## src/sv/frsu_pkg.sv

```systemverilog
// Shared types and constants of the fragment reassembly slots unit.
// No dependencies.
`default_nettype none
package frsu_pkg;

    localparam int SLOT_BYTES  = 64;
    localparam int IDX_W       = $clog2(SLOT_BYTES);
    localparam int FILL_W      = $clog2(SLOT_BYTES + 1);
    localparam int SLOT_ID_W   = 3;
    localparam int KEY_W       = 24;
    localparam int BYTE_W      = 8;
    localparam int LEN_W       = 8;
    localparam int KIND_W      = 2;
    localparam int SLOT_OUT_W  = 2;

    localparam int QUEUE_DEPTH = 2;
    localparam int QPTR_W      = (QUEUE_DEPTH > 1) ? $clog2(QUEUE_DEPTH) : 1;
    localparam int QCNT_W      = $clog2(QUEUE_DEPTH + 1);

    localparam logic [KIND_W-1:0] KIND_ACCEPT   = 2'd0;
    localparam logic [KIND_W-1:0] KIND_BYTE     = 2'd1;
    localparam logic [KIND_W-1:0] KIND_OVERFLOW = 2'd2;
    localparam logic [KIND_W-1:0] KIND_EMPTY    = 2'd3;

    localparam logic OP_HEADER  = 1'b0;
    localparam logic OP_PAYLOAD = 1'b1;

    typedef struct packed {
        logic                  stream;
        logic [KIND_W-1:0]     kind;
        logic [SLOT_ID_W-1:0]  slot;
        logic                  evicted;
        logic [FILL_W-1:0]     fill;
    } t_cmd;

endpackage
`default_nettype wire

```

## src/sv/frsu_ram.sv

```systemverilog
// Generic single-write, single-read RAM with registered read data.
// No dependencies.
`default_nettype none
module frsu_ram #(
    parameter int WIDTH = 8,
    parameter int DEPTH = 192,
    localparam int AW = (DEPTH > 1) ? $clog2(DEPTH) : 1
) (
    input  wire logic             i_clk,
    input  wire logic             i_we,
    input  wire logic [AW-1:0]    i_waddr,
    input  wire logic [WIDTH-1:0] i_wdata,
    input  wire logic             i_re,
    input  wire logic [AW-1:0]    i_raddr,
    output logic      [WIDTH-1:0] o_rdata
);

    logic [WIDTH-1:0] r_mem [DEPTH];

    always_ff @(posedge i_clk) begin
        if (i_we) begin
            r_mem[i_waddr] <= i_wdata;
        end
        if (i_re) begin
            o_rdata <= r_mem[i_raddr];
        end
    end

endmodule
`default_nettype wire

```

## src/sv/frsu_fifo.sv

```systemverilog
// Short command queue between the front and back parts.
// Depends on frsu_pkg.
`default_nettype none
module frsu_fifo (
    input  wire logic           i_clk,
    input  wire logic           i_rst_n,
    input  wire logic           i_push,
    input  wire frsu_pkg::t_cmd i_cmd,
    input  wire logic           i_pop,
    output frsu_pkg::t_cmd      o_cmd,
    output logic                o_empty,
    output logic                o_full
);
    import frsu_pkg::*;

    t_cmd              r_mem [QUEUE_DEPTH];
    logic [QPTR_W-1:0] r_wr, n_wr;
    logic [QPTR_W-1:0] r_rd, n_rd;
    logic [QCNT_W-1:0] r_cnt, n_cnt;
    logic              do_push;
    logic              do_pop;

    assign o_empty = (r_cnt == '0);
    assign o_full  = (r_cnt == QCNT_W'(QUEUE_DEPTH));
    assign o_cmd   = r_mem[r_rd];
    assign do_push = i_push && !o_full;
    assign do_pop  = i_pop && !o_empty;

    always_comb begin
        n_wr  = r_wr;
        n_rd  = r_rd;
        n_cnt = r_cnt;
        if (do_push) begin
            n_wr = (r_wr == QPTR_W'(QUEUE_DEPTH - 1)) ? '0 : r_wr + 1'b1;
        end
        if (do_pop) begin
            n_rd = (r_rd == QPTR_W'(QUEUE_DEPTH - 1)) ? '0 : r_rd + 1'b1;
        end
        if (do_push && !do_pop) begin
            n_cnt = r_cnt + 1'b1;
        end else if (do_pop && !do_push) begin
            n_cnt = r_cnt - 1'b1;
        end
    end

    always_ff @(posedge i_clk) begin
        if (!i_rst_n) begin
            r_wr  <= '0;
            r_rd  <= '0;
            r_cnt <= '0;
        end else begin
            r_wr  <= n_wr;
            r_rd  <= n_rd;
            r_cnt <= n_cnt;
        end
    end

    always_ff @(posedge i_clk) begin
        if (do_push) begin
            r_mem[r_wr] <= i_cmd;
        end
    end

endmodule
`default_nettype wire

```

## src/sv/frsu_front.sv

```systemverilog
// Front part: accepts items, keeps slot table and fragment state, writes payload
// bytes into the byte RAM and queues one command per item that yields results.
// Depends on frsu_pkg.
`default_nettype none
module frsu_front #(
    parameter int NUM_SLOTS = 3,
    localparam int SW = (NUM_SLOTS > 1) ? $clog2(NUM_SLOTS) : 1,
    localparam int ADDR_W = SW + frsu_pkg::IDX_W
) (
    input  wire logic                          i_clk,
    input  wire logic                          i_rst_n,
    input  wire logic                          i_valid,
    output logic                               o_stall,
    input  wire logic                          i_operation,
    input  wire logic [frsu_pkg::KEY_W-1:0]    i_key,
    input  wire logic [frsu_pkg::LEN_W-1:0]    i_fragment_length,
    input  wire logic [frsu_pkg::LEN_W-1:0]    i_expected_length,
    input  wire logic [frsu_pkg::BYTE_W-1:0]   i_data_byte,
    input  wire logic                          i_q_full,
    input  wire logic                          i_stream_done,
    output logic                               o_push,
    output frsu_pkg::t_cmd                     o_cmd,
    output logic                               o_we,
    output logic [ADDR_W-1:0]                  o_waddr,
    output logic [frsu_pkg::BYTE_W-1:0]        o_wdata
);
    import frsu_pkg::*;

    logic              r_busy [NUM_SLOTS];
    logic              n_busy [NUM_SLOTS];
    logic [KEY_W-1:0]  r_key  [NUM_SLOTS];
    logic [KEY_W-1:0]  n_key  [NUM_SLOTS];
    logic [FILL_W-1:0] r_fill [NUM_SLOTS];
    logic [FILL_W-1:0] n_fill [NUM_SLOTS];
    logic [SW-1:0]     r_active, n_active;
    logic              r_frag, n_frag;
    logic [LEN_W-1:0]  r_rem, n_rem;
    logic [LEN_W-1:0]  r_target, n_target;
    logic              r_hold, n_hold;

    logic              accept;
    logic              hit_found;
    logic [SW-1:0]     hit_slot;
    logic              free_found;
    logic [SW-1:0]     free_slot;
    logic [SW-1:0]     hdr_slot;
    logic              hdr_new;
    logic              hdr_ev;
    logic [SW-1:0]     rd_slot;
    logic [FILL_W-1:0] fill_rd;
    logic [FILL_W-1:0] hdr_fill;
    logic [LEN_W:0]    hdr_sum;
    logic              hdr_over;
    logic              pay_wr;
    logic [FILL_W-1:0] pay_fill;
    logic [LEN_W-1:0]  rem_next;

    assign o_stall = i_q_full || r_hold;
    assign accept  = i_valid && !o_stall;

    always_comb begin
        hit_found  = 1'b0;
        hit_slot   = '0;
        free_found = 1'b0;
        free_slot  = '0;
        for (int i = NUM_SLOTS - 1; i >= 0; i--) begin
            if (r_busy[i] && (r_key[i] == i_key)) begin
                hit_found = 1'b1;
                hit_slot  = SW'(i);
            end
            if (!r_busy[i]) begin
                free_found = 1'b1;
                free_slot  = SW'(i);
            end
        end
        if (hit_found) begin
            hdr_slot = hit_slot;
            hdr_new  = 1'b0;
            hdr_ev   = 1'b0;
        end else if (free_found) begin
            hdr_slot = free_slot;
            hdr_new  = 1'b1;
            hdr_ev   = 1'b0;
        end else begin
            hdr_slot = '0;
            hdr_new  = 1'b1;
            hdr_ev   = 1'b1;
        end
    end

    assign rd_slot  = (i_operation == OP_HEADER) ? hdr_slot : r_active;
    assign fill_rd  = r_fill[rd_slot];
    assign hdr_fill = hdr_new ? '0 : fill_rd;
    assign hdr_sum  = (LEN_W + 1)'(hdr_fill) + (LEN_W + 1)'(i_fragment_length);
    assign hdr_over = hdr_sum > (LEN_W + 1)'(SLOT_BYTES);
    assign pay_wr   = fill_rd < FILL_W'(SLOT_BYTES);
    assign pay_fill = pay_wr ? fill_rd + 1'b1 : fill_rd;
    assign rem_next = (r_rem != '0) ? r_rem - 1'b1 : '0;

    assign o_waddr = {r_active, fill_rd[IDX_W-1:0]};
    assign o_wdata = i_data_byte;

    always_comb begin
        n_busy   = r_busy;
        n_key    = r_key;
        n_fill   = r_fill;
        n_active = r_active;
        n_frag   = r_frag;
        n_rem    = r_rem;
        n_target = r_target;
        n_hold   = r_hold;
        o_push   = 1'b0;
        o_we     = 1'b0;
        o_cmd    = '0;
        if (i_stream_done) begin
            n_hold = 1'b0;
        end
        if (accept) begin
            if (i_operation == OP_HEADER) begin
                n_frag      = 1'b0;
                o_push      = 1'b1;
                o_cmd.slot  = SLOT_ID_W'(hdr_slot);
                o_cmd.evicted = hdr_ev;
                o_cmd.fill  = hdr_fill;
                n_key[hdr_slot]  = i_key;
                n_fill[hdr_slot] = hdr_fill;
                if (hdr_over) begin
                    n_busy[hdr_slot] = 1'b0;
                    o_cmd.kind       = KIND_OVERFLOW;
                end else begin
                    n_busy[hdr_slot] = 1'b1;
                    n_active         = hdr_slot;
                    n_target         = i_expected_length;
                    n_rem            = i_fragment_length;
                    o_cmd.kind       = KIND_ACCEPT;
                    if (i_fragment_length == '0) begin
                        if (LEN_W'(hdr_fill) >= i_expected_length) begin
                            n_busy[hdr_slot] = 1'b0;
                            if (hdr_fill == '0) begin
                                o_cmd.kind = KIND_EMPTY;
                            end else begin
                                o_cmd.kind   = KIND_BYTE;
                                o_cmd.stream = 1'b1;
                                n_hold       = 1'b1;
                            end
                        end
                    end else begin
                        n_frag = 1'b1;
                    end
                end
            end else if (r_frag) begin
                o_we               = pay_wr;
                n_fill[r_active]   = pay_fill;
                n_rem              = rem_next;
                o_push             = 1'b1;
                o_cmd.slot         = SLOT_ID_W'(r_active);
                o_cmd.fill         = pay_fill;
                o_cmd.kind         = KIND_ACCEPT;
                if (rem_next == '0) begin
                    n_frag = 1'b0;
                    if (LEN_W'(pay_fill) >= r_target) begin
                        n_busy[r_active] = 1'b0;
                        if (pay_fill == '0) begin
                            o_cmd.kind = KIND_EMPTY;
                        end else begin
                            o_cmd.kind   = KIND_BYTE;
                            o_cmd.stream = 1'b1;
                            n_hold       = 1'b1;
                        end
                    end
                end
            end
        end
    end

    always_ff @(posedge i_clk) begin
        if (!i_rst_n) begin
            for (int i = 0; i < NUM_SLOTS; i++) begin
                r_busy[i] <= 1'b0;
            end
            r_active <= '0;
            r_frag   <= 1'b0;
            r_rem    <= '0;
            r_target <= '0;
            r_hold   <= 1'b0;
        end else begin
            r_busy   <= n_busy;
            r_active <= n_active;
            r_frag   <= n_frag;
            r_rem    <= n_rem;
            r_target <= n_target;
            r_hold   <= n_hold;
        end
    end

    always_ff @(posedge i_clk) begin
        r_key  <= n_key;
        r_fill <= n_fill;
    end

endmodule
`default_nettype wire

```

## src/sv/frsu_back.sv

```systemverilog
// Back part: takes queued commands, drives the result register and streams
// assembled messages out of the byte RAM one byte per cycle while i_stall is low.
// Depends on frsu_pkg.
`default_nettype none
module frsu_back #(
    parameter int NUM_SLOTS = 3,
    localparam int SW = (NUM_SLOTS > 1) ? $clog2(NUM_SLOTS) : 1,
    localparam int ADDR_W = SW + frsu_pkg::IDX_W
) (
    input  wire logic                            i_clk,
    input  wire logic                            i_rst_n,
    input  wire logic                            i_q_empty,
    input  wire frsu_pkg::t_cmd                  i_cmd,
    output logic                                 o_pop,
    output logic                                 o_re,
    output logic [ADDR_W-1:0]                    o_raddr,
    input  wire logic [frsu_pkg::BYTE_W-1:0]     i_rdata,
    output logic                                 o_stream_done,
    output logic                                 o_valid,
    input  wire logic                            i_stall,
    output logic [frsu_pkg::KIND_W-1:0]          o_kind,
    output logic [frsu_pkg::BYTE_W-1:0]          o_data_out,
    output logic [frsu_pkg::IDX_W-1:0]           o_byte_index,
    output logic [frsu_pkg::SLOT_OUT_W-1:0]      o_slot_used,
    output logic                                 o_evicted,
    output logic [frsu_pkg::FILL_W-1:0]          o_fill_level,
    output logic                                 o_last
);
    import frsu_pkg::*;

    localparam logic ST_IDLE   = 1'b0;
    localparam logic ST_STREAM = 1'b1;

    logic              r_state, n_state;
    logic [IDX_W-1:0]  r_idx, n_idx;
    logic [SW-1:0]     r_slot, n_slot;
    logic [FILL_W-1:0] r_fill, n_fill;
    logic              r_ev, n_ev;

    logic              r_valid, n_valid;
    logic [KIND_W-1:0] r_kind, n_kind;
    logic [BYTE_W-1:0] r_data, n_data;
    logic [IDX_W-1:0]  r_bidx, n_bidx;
    logic [SLOT_OUT_W-1:0] r_oslot, n_oslot;
    logic              r_oev, n_oev;
    logic [FILL_W-1:0] r_ofill, n_ofill;
    logic              r_last, n_last;

    logic              out_free;
    logic              is_last;

    assign out_free = !r_valid || !i_stall;
    assign is_last  = (FILL_W'(r_idx) + 1'b1) == r_fill;

    always_comb begin
        n_state       = r_state;
        n_idx         = r_idx;
        n_slot        = r_slot;
        n_fill        = r_fill;
        n_ev          = r_ev;
        n_valid       = out_free ? 1'b0 : r_valid;
        n_kind        = r_kind;
        n_data        = r_data;
        n_bidx        = r_bidx;
        n_oslot       = r_oslot;
        n_oev         = r_oev;
        n_ofill       = r_ofill;
        n_last        = r_last;
        o_pop         = 1'b0;
        o_re          = 1'b0;
        o_raddr       = {SW'(i_cmd.slot), {IDX_W{1'b0}}};
        o_stream_done = 1'b0;
        case (r_state)
            ST_IDLE: begin
                if (!i_q_empty) begin
                    if (i_cmd.stream) begin
                        o_pop   = 1'b1;
                        o_re    = 1'b1;
                        n_state = ST_STREAM;
                        n_idx   = '0;
                        n_slot  = SW'(i_cmd.slot);
                        n_fill  = i_cmd.fill;
                        n_ev    = i_cmd.evicted;
                    end else if (out_free) begin
                        o_pop   = 1'b1;
                        n_valid = 1'b1;
                        n_kind  = i_cmd.kind;
                        n_data  = '0;
                        n_bidx  = '0;
                        n_oslot = SLOT_OUT_W'(i_cmd.slot);
                        n_oev   = i_cmd.evicted;
                        n_ofill = i_cmd.fill;
                        n_last  = 1'b1;
                    end
                end
            end
            ST_STREAM: begin
                if (out_free) begin
                    n_valid = 1'b1;
                    n_kind  = KIND_BYTE;
                    n_data  = i_rdata;
                    n_bidx  = r_idx;
                    n_oslot = SLOT_OUT_W'(r_slot);
                    n_oev   = r_ev;
                    n_ofill = r_fill;
                    n_last  = is_last;
                    if (is_last) begin
                        n_state       = ST_IDLE;
                        o_stream_done = 1'b1;
                    end else begin
                        o_re    = 1'b1;
                        o_raddr = {r_slot, r_idx + 1'b1};
                        n_idx   = r_idx + 1'b1;
                    end
                end
            end
            default: begin
                n_state = ST_IDLE;
            end
        endcase
    end

    always_ff @(posedge i_clk) begin
        if (!i_rst_n) begin
            r_state <= ST_IDLE;
            r_valid <= 1'b0;
        end else begin
            r_state <= n_state;
            r_valid <= n_valid;
        end
    end

    always_ff @(posedge i_clk) begin
        r_idx   <= n_idx;
        r_slot  <= n_slot;
        r_fill  <= n_fill;
        r_ev    <= n_ev;
        r_kind  <= n_kind;
        r_data  <= n_data;
        r_bidx  <= n_bidx;
        r_oslot <= n_oslot;
        r_oev   <= n_oev;
        r_ofill <= n_ofill;
        r_last  <= n_last;
    end

    assign o_valid      = r_valid;
    assign o_kind       = r_kind;
    assign o_data_out   = r_data;
    assign o_byte_index = r_bidx;
    assign o_slot_used  = r_oslot;
    assign o_evicted    = r_oev;
    assign o_fill_level = r_ofill;
    assign o_last       = r_last;

endmodule
`default_nettype wire

```

## src/sv/fragment_reassembly_slots_unit.sv

```systemverilog
// A header, or a payload byte of an open fragment, that completes no message gives one
// result via the command queue and result register; an assembled message passes the
// queue, byte RAM read register and result register, then streams one byte per cycle
// while i_stall is low, set by the byte RAM's read port. Throughput: one item per
// cycle while o_stall is low; a byte completion stalls input until its message is out.
// Reset (synchronous, active low) frees all slots and empties the queue.
`default_nettype none
module fragment_reassembly_slots_unit #(
    parameter int NUM_SLOTS = 3
) (
    input  wire logic                            i_clk,
    input  wire logic                            i_rst_n,
    input  wire logic                            i_valid,
    output logic                                 o_stall,
    input  wire logic                            i_operation,
    input  wire logic [frsu_pkg::KEY_W-1:0]      i_key,
    input  wire logic [frsu_pkg::LEN_W-1:0]      i_fragment_length,
    input  wire logic [frsu_pkg::LEN_W-1:0]      i_expected_length,
    input  wire logic [frsu_pkg::BYTE_W-1:0]     i_data_byte,
    output logic                                 o_valid,
    input  wire logic                            i_stall,
    output logic [frsu_pkg::KIND_W-1:0]          o_kind,
    output logic [frsu_pkg::BYTE_W-1:0]          o_data_out,
    output logic [frsu_pkg::IDX_W-1:0]           o_byte_index,
    output logic [frsu_pkg::SLOT_OUT_W-1:0]      o_slot_used,
    output logic                                 o_evicted,
    output logic [frsu_pkg::FILL_W-1:0]          o_fill_level,
    output logic                                 o_last
);
    import frsu_pkg::*;

    localparam int SW        = (NUM_SLOTS > 1) ? $clog2(NUM_SLOTS) : 1;
    localparam int ADDR_W    = SW + IDX_W;
    localparam int RAM_DEPTH = NUM_SLOTS * SLOT_BYTES;
    localparam int RAM_AW    = (RAM_DEPTH > 1) ? $clog2(RAM_DEPTH) : 1;

    t_cmd              push_cmd;
    t_cmd              head_cmd;
    logic              push;
    logic              pop;
    logic              q_empty;
    logic              q_full;
    logic              stream_done;
    logic              we;
    logic [ADDR_W-1:0] waddr;
    logic [BYTE_W-1:0] wdata;
    logic              re;
    logic [ADDR_W-1:0] raddr;
    logic [BYTE_W-1:0] rdata;

    frsu_front #(
        .NUM_SLOTS(NUM_SLOTS)
    ) u_front (
        .i_clk             (i_clk),
        .i_rst_n           (i_rst_n),
        .i_valid           (i_valid),
        .o_stall           (o_stall),
        .i_operation       (i_operation),
        .i_key             (i_key),
        .i_fragment_length (i_fragment_length),
        .i_expected_length (i_expected_length),
        .i_data_byte       (i_data_byte),
        .i_q_full          (q_full),
        .i_stream_done     (stream_done),
        .o_push            (push),
        .o_cmd             (push_cmd),
        .o_we              (we),
        .o_waddr           (waddr),
        .o_wdata           (wdata)
    );

    frsu_fifo u_fifo (
        .i_clk   (i_clk),
        .i_rst_n (i_rst_n),
        .i_push  (push),
        .i_cmd   (push_cmd),
        .i_pop   (pop),
        .o_cmd   (head_cmd),
        .o_empty (q_empty),
        .o_full  (q_full)
    );

    frsu_ram #(
        .WIDTH(BYTE_W),
        .DEPTH(RAM_DEPTH)
    ) u_ram (
        .i_clk   (i_clk),
        .i_we    (we),
        .i_waddr (RAM_AW'(waddr)),
        .i_wdata (wdata),
        .i_re    (re),
        .i_raddr (RAM_AW'(raddr)),
        .o_rdata (rdata)
    );

    frsu_back #(
        .NUM_SLOTS(NUM_SLOTS)
    ) u_back (
        .i_clk         (i_clk),
        .i_rst_n       (i_rst_n),
        .i_q_empty     (q_empty),
        .i_cmd         (head_cmd),
        .o_pop         (pop),
        .o_re          (re),
        .o_raddr       (raddr),
        .i_rdata       (rdata),
        .o_stream_done (stream_done),
        .o_valid       (o_valid),
        .i_stall       (i_stall),
        .o_kind        (o_kind),
        .o_data_out    (o_data_out),
        .o_byte_index  (o_byte_index),
        .o_slot_used   (o_slot_used),
        .o_evicted     (o_evicted),
        .o_fill_level  (o_fill_level),
        .o_last        (o_last)
    );

endmodule
`default_nettype wire

```

## config.mk

```make
export PLATFORM = sky130hd
export DESIGN_NAME = fragment_reassembly_slots_unit
export DESIGN_NICKNAME = d
export VERILOG_FILES = /design/src/sv/frsu_pkg.sv /design/src/sv/frsu_ram.sv /design/src/sv/frsu_fifo.sv /design/src/sv/frsu_front.sv /design/src/sv/frsu_back.sv /design/src/sv/fragment_reassembly_slots_unit.sv
export SDC_FILE = /design/constraint.sdc
export NUM_CORES = 2
export LEC_CHECK = 0
export BUFFER_PORTS_ARGS = -buffer_cell sky130_fd_sc_hd__buf_4
export CAP_MARGIN = 25
export CORE_ASPECT_RATIO = 0.5
export CORE_MARGIN = 3
export CORE_UTILIZATION = 59
export CTS_BUF_LIST = sky130_fd_sc_hd__clkbuf_4 sky130_fd_sc_hd__clkbuf_8
export DETAILED_ROUTE_END_ITERATION = 6
export PLACE_DENSITY_LB_ADDON = 0.1
export SLEW_MARGIN = 20
export SYNTH_ARGS = -nofsm -noshare
export SYNTH_HDL_FRONTEND = slang
export SYNTH_SLANG_ARGS = --single-unit
```

## constraint.sdc

```tcl
create_clock -name i_clk -period 5.45 [get_ports i_clk]
set_clock_uncertainty 0.15 [all_clocks]
set_input_delay 0.545 -clock i_clk [delete_from_list [all_inputs] [get_ports i_clk]]
set_output_delay 0.545 -clock i_clk [all_outputs]
set_load 0.02 [all_outputs]
```

==> Word level (Yosys, flattened, before mapping) <==
Memories as Yosys holds them, arrays and structs flattened. A register that Yosys moved wholly into a read port is not among the register bits.
Index checks and enable logic that the tools add are counted.
{ "classes": {"add_sub_neg": 9, "n_eq_ne": 15, "reduce_logical": 34, "order_cmp": 9, "n_mux": 158, "bitwise": 13} }
{ "ops": {"columns": ["cell", "count"], "rows": [
  ["$mux W8", 11],
  ["$mux W7", 12],
  ["$bwmux W72", 1],
  ["$eq A24 B24 Y1", 3],
  ["$mux W1", 68],
  ["$mux W6", 10],
  ["$demux W24 S2", 1],
  ["$mux W2", 22],
  ["$bwmux W21", 2],
  ["$mux W21", 2],
  ["$mux W3", 11],
  ["$demux W7 S2", 2],
  ["$mux W24", 1],
  ["$pmux W6 S2", 2],
  ["$ge A7 B8 Y1", 2],
  ["$logic_not A8 Y1", 2],
  ["$pmux W8 S2", 1],
  ["$bmux W7 S2", 1],
  ["$logic_not A7 Y1", 2],
  ["$mux W14", 1],
  ["$pmux W7 S2", 1],
  ["$ne A2 B2 Y1 const B", 6],
  ["$reduce_and A4 Y1", 3],
  ["$logic_and A1 B1 Y1", 10],
  ["other kinds (30)", 61]
]} }
{ "totals": {"register_bits": 165, "n_memories": 2, "ram_bits": 1564} }
{ "mem_list": {"columns": ["name", "words", "width", "read_ports", "rd_ports_with_merged_regs", "wr", "line_no", "source"], "rows": [
  ["u_ram.r_mem", 192, 8, 1, 1, 1, "frsu_ram.sv:18", "logic [WIDTH-1:0] r_mem [DEPTH];"],
  ["u_fifo.r_mem", 2, 14, 1, 1, 1, "frsu_fifo.sv:16", "t_cmd r_mem [QUEUE_DEPTH];"]
]} }

==> Logic depth before layout (Yosys ltp) <==
{ "logic_depth": {"word_depth": 20, "ltp_mapped": 25, "depth_no_buf": 23} }

==> By module <==
From an unflattened synthesis, not the netlist that was laid out.
{ "hier_totals": {"cells_unflattened": 3670, "area_unflattened_um2": 69965.9} }
{ "by_module_without_submodules": {"columns": ["module", "cells_per_inst", "area_per_inst_um2", "n_inst", "seq_area_each_um2"], "rows": [
  ["frsu_ram", 2818, 59995.0, 1, 46364.5],
  ["frsu_front", 645, 6747.7, 1, 3253.1],
  ["frsu_back", 139, 1985.7, 1, 1331.3],
  ["frsu_fifo", 68, 1237.4, 1, 940.9]
]} }

==> Least setup slack after synthesis <==
No wires, ideal clock.
{ "synth_path": {"path_type": "in2reg", "from": "in i_key[3] (netlist name)", "to": "reg u_front.r_rem[2]", "path_slack_ns": -0.213, "arrival_time_ns": 5.396, "n_path_buf": 2, "required_ns": 5.184, "stages": 23, "path_cell_list": "xnor2_1 nand4_1 or4_1 or2_4 a31oi_4 buf_6 mux2i_1 o22ai_1 nand2_1 inv_1 ha_1 a21o_1 a21o_1 a211oi_1 xor2_1 and3_1 o21ai_0 a2111oi_1 nand2_1 a21oi_1 buf_2 o21ai_0 a31o_2"} }
{ "synth_via": {"elab_chain_cells": 16, "word_cells_on_any_way": 23} }
{ "synth_lines": {"columns": ["element", "line_no", "source"], "rows": [
  ["start, declared", "fragment_reassembly_slots_unit.sv:16", "input wire logic [frsu_pkg::KEY_W-1:0] i_key,"],
  ["$eq A24 B24 Y1", "frsu_front.sv:67", "if (r_busy[i] && (r_key[i] == i_key)) begin"],
  ["$logic_and A1 B1 Y1", "frsu_front.sv:67", null],
  ["$mux W1 / $mux W2 (equally long branches) (3 in series)", "frsu_front.sv:67", null],
  ["$mux W2", "frsu_front.sv:76", "if (hit_found) begin"],
  ["$mux W2", "frsu_front.sv:91", "assign rd_slot = (i_operation == OP_HEADER) ? hdr_slot : r_active;"],
  ["$not A2 Y3 (implied by the code)", "frsu_front.sv:92", "assign fill_rd = r_fill[rd_slot];"],
  ["$bmux W7 S2", "frsu_front.sv:92", null],
  ["$mux W7 (implied by the code) (2 in series)", "frsu_front.sv:92", null],
  ["$mux W7 *", "frsu_front.sv:93", "assign hdr_fill = hdr_new ? '0 : fill_rd;"],
  ["$add A7 B8 Y9 *", "frsu_front.sv:94", "assign hdr_sum = (LEN_W + 1)'(hdr_fill) + (LEN_W + 1)'(i_fragment_length);"],
  ["$gt A9 B7 Y1 *", "frsu_front.sv:95", "assign hdr_over = hdr_sum > (LEN_W + 1)'(SLOT_BYTES);"],
  ["$ne A2 B2 Y1 (no source line) *", null, null],
  ["$reduce_and A3 Y1 (no source line) *", null, null],
  ["end signal, assigned", "frsu_front.sv:190", "r_rem <= n_rem;"],
  ["end, declared", "frsu_front.sv:37", "logic [LEN_W-1:0] r_rem, n_rem;"]
]} }
Mark *: on every way between the ends. The rest lies on a longest branch, timed or not. The select of a mux whose other input is x is not followed.
A chain may end at the register's enable or synchronous reset.

==> Worst setup path after layout <==
{ "layout_path": {"from": "reg u_back.r_idx[2]", "to": "reg u_ram.o_rdata[7], read port of u_ram.r_mem (data pin)"} }
{ "layout_via": {"elab_chain_cells": 5, "word_cells_on_any_way": 9} }
{ "layout_lines": {"columns": ["element", "line_no", "source"], "rows": [
  ["start, declared", "frsu_back.sv:35", "logic [IDX_W-1:0] r_idx, n_idx;"],
  ["start signal, assigned", "frsu_back.sv:134", "r_idx <= n_idx;"],
  ["$add A6 B1 Y7", "frsu_back.sv:53", "assign is_last = (FILL_W'(r_idx) + 1'b1) == r_fill;"],
  ["$eq A7 B7 Y1", "frsu_back.sv:53", null],
  ["$mux W1 / $mux W8 (equally long branches)", "frsu_back.sv:107", "if (is_last) begin"],
  ["$mux W1 / $mux W8 (equally long branches)", "frsu_back.sv:98", "if (out_free) begin"],
  ["$pmux W1 S2 / $mux W8 (equally long branches)", "frsu_back.sv:73", "case (r_state)"],
  ["end, declared", "frsu_ram.sv:15", "output logic [WIDTH-1:0] o_rdata"]
]} }
Several ways; a longest one is shown, not always the timed one.

==> flow_metrics.tcl <==
set metrics [dict create \
    grt_pass1_vias 46100 \
    io_buffers 81 \
    vdd_ir_drop_max_v 0.000485 \
    cp.arrival_ns 5.96 \
    cts_buffers 226 \
    maxCapViolCount 0 \
    cts.root.buffer_cell "clkbuf_8" \
    start_util_pct 60.0 \
    min_period_over_period_pct 99.9 \
    syn-cell-area_sq_um 71400 \
    synth-seq-area-share_pct 72.6 \
    postRouteAntennaNets 0 \
    clk_path_buf_depth 3 \
    cts.sinks 1736 \
    holdWs_ns 0.0979 \
    async_reset_ff_share_pct 0 \
    fin_crit_ns 5.44 \
    netlist_instances 4976 \
    grt_max_degree 129 \
    slew_headroom_pct 28.1 \
    layout-drive-gt1-share_pct 21.5 \
    setup_viol 0 \
    ys_types 104 \
    required_ns 5.97 \
    drv_slew 0 \
    dieArea_sq_um 125000 \
    gp_congestion 0.946 \
    finalWirelength_um 218000 \
    die_w_um 498 \
    final_nets 5688 \
    synth_area_per_cell_sq_um 14.3 \
    power.leakage_nw 27.8 \
    routed_via_density 6.56 \
    rsz0062_at_grt "false" \
    crit_path_start_kind "flip-flop" \
    path_clk_slew_ns 0.07 \
    synth_edf_count 1706 \
    hold_class "in -> reg" \
    synth_seq_cells 1736 \
    yosysWarnings 0 \
    status "finished clean" \
    grt_first_pass_wirelength_um 316000 \
    final_cell_mix "edfxtp_1, buf_4, nand2_1" \
    tightest_slew_ns 1.08 \
    rows 89 \
    grt_usage_pct 34.5 \
    fmax_mhz 184 \
    chipHeight_um 252 \
    synth-main-ff-cell "edfxtp_1" \
    fp.coreArea_sq_um 119000 \
    cp-end-kind "flip-flop" \
    final-hold-violation-count 0 \
    cp_max_fo 12 \
    hpwl_um 139000 \
    dr.pass1.iters 6 \
    drt-initial-drc-count 7039 \
    detail_route.wl_per_cell_um 29.5 \
    via_count 48400 \
    antenna_found_initial 6 \
    final_cells 7385 \
    cts_max_level 4 \
    grt_overflow 0 \
    rrSetupSlack_ns 0.005 \
    insertion_delay_ns 0.95 \
    final_common_cell "edfxtp_1" \
    drc 0 \
    ioPinCount 82 \
    total_power_mw 34.5 \
    dpl.cell_count 6914 \
    p_per_area_nw_per_um2 416 \
    cts_tree "yes" \
    path_class "reg -> reg" \
    syn_to_final_growth_pct 16.0 \
    syn_nets 5058 \
]
==> cell families (layout without fill, tap and decap cells) <==
kind of cell | after synthesis | in the layout | share of synthesized area [%]
simple gates | 1461 | 1461 | 9.31
compound gates | 1074 | 1074 | 10.3
mux | 211 | 211 | 3.57
xor+xnor | 100 | 100 | 1.37
other cells | 0 | 6 | 0
flops | 1736 | 1736 | 72.6
fa+ha+maj | 29 | 29 | 0.519
buf+inv | 365 | 1176 | 2.31
==> per-layer routing <==
| layer | wire length (um) | share of wire (%) | track usage [%] |
|---|---|---|---|
| met3 | 32100 | 15 | 11.2 |
| met2 | 95200 | 44 | 50.2 |
| met1 | 83900 | 38 | 49.8 |
| met4 | 6950 | 3.2 | 11.0 |
| met5 | 46 | 0.021 | 0 |
==> flip-flops by register name, indices dropped and copies added, names as in the netlist, 8 cells and up, named ones only <==
name and count:
u_back.o_data_out 8, u_fifo.r_mem 26, u_front.r_fill 21, u_front.r_key 72, u_front.r_rem 8, u_front.r_target 8, u_ram.o_rdata 8, u_ram.r_mem 1536
==> synthesized netlist by cell type (24+ instances only) <==
library cell | n | area, sq um
o311ai_0 | 24 | 210
ha_1 | 28 | 350
nand4_1 | 49 | 307
o22ai_1 | 109 | 682
mux4_2 | 28 | 631
dfxtp_1 | 30 | 601
nand3_1 | 139 | 696
a31oi_1 | 86 | 538
nand2_1 | 586 | 2200
or3_1 | 89 | 557
xnor2_1 | 79 | 692
o211ai_1 | 96 | 721
and2_1 | 39 | 244
buf_1 | 31 | 116
a21oi_1 | 208 | 1040
nor3_1 | 89 | 445
inv_1 | 41 | 154
a211oi_1 | 34 | 255
edfxtp_1 | 1706 | 51200
nor2_1 | 346 | 1300
o21ai_0 | 194 | 971
mux2_2 | 69 | 777
o221ai_1 | 91 | 797
and3_1 | 29 | 181
mux2i_1 | 114 | 1140
clkbuf_1 | 127 | 477
buf_2 | 142 | 711
==> power by group <==
part	switching [mW]	internal, mW	leakage [nW]
registers	0.195	15.0	15.6
clock network	4.89	4.73	2.32
logic	6.60	3.09	9.80
total	11.7	22.8	27.8
==> worst paths after layout <==
| kind | startpoint | endpoint | cells past startpoint |
|---|---|---|---|
| setup / recovery | u_back.r_idx[2]$_SDFFCE_PN0P_ | u_ram.o_rdata[7]$_DFFE_PP_ | 12 |
| hold / removal | i_data_byte[6] | u_ram.r_mem[161][6]$_DFFE_PP_ | 1 |
| setup reg to reg | u_back.r_idx[2]$_SDFFCE_PN0P_ | u_ram.o_rdata[7]$_DFFE_PP_ | 12 |
| hold reg to reg | u_front.r_rem[4]$_SDFFE_PN0P_ | u_front.r_rem[4]$_SDFFE_PN0P_ | 2 |
==> through the flow <==
stage / area [sq um] / util [%] / setup TNS, ns / setup WS, ns
2_1_floorplan: 71400 / - / 0 / 0.0328
3_3_place_gp: 77500 / 65.2 / -5.85 / -0.317
3_5_place_dp: 77500 / 65.2 / -6.02 / -0.334
4_1_cts: 82400 / 69.3 / 0 / 0.000278
5_1_grt: 82800 / 69.6 / 0 / 0.00277
6_report: 82800 / 69.6 / 0 / 0.00524
==> final cells by class <==
cell class | count | area [sq um]
antenna | 6 | 15.0
clock inverter | 112 | 702
multi-input combinational | 2875 | 18400
sequential | 1736 | 51800
fill | 8104 | 36100
clock buffer | 297 | 3680
timing repair buffer | 723 | 6030
tap | 1592 | 1990
inverter | 44 | 170
==> critical path: stages, from the launching register on <==
cell and delay [ns]:
edfxtp_1 0.64, nand3_1 0.38, xor3_1 0.33, o2111a_1 0.21, buf_12 0.18, a211o_1 0.49
nor2_1 0.42, nand3_1 0.60, a31oi_1 0.74, o211ai_1 0.25, nand4_1 0.43, nor4_1 0.13
buf_4 0.20
==> repair_timing <==
action                                  CTS  global route
hold endpoints to repair                351             0
endpoints found under the setup margin    4            30
setup buffers                             0             2
gates resized for setup                   2            52
hold buffers                             51             0
cloned                                    0             1
pin swaps                                 0            17
Power figures use the tool's default switching activity.
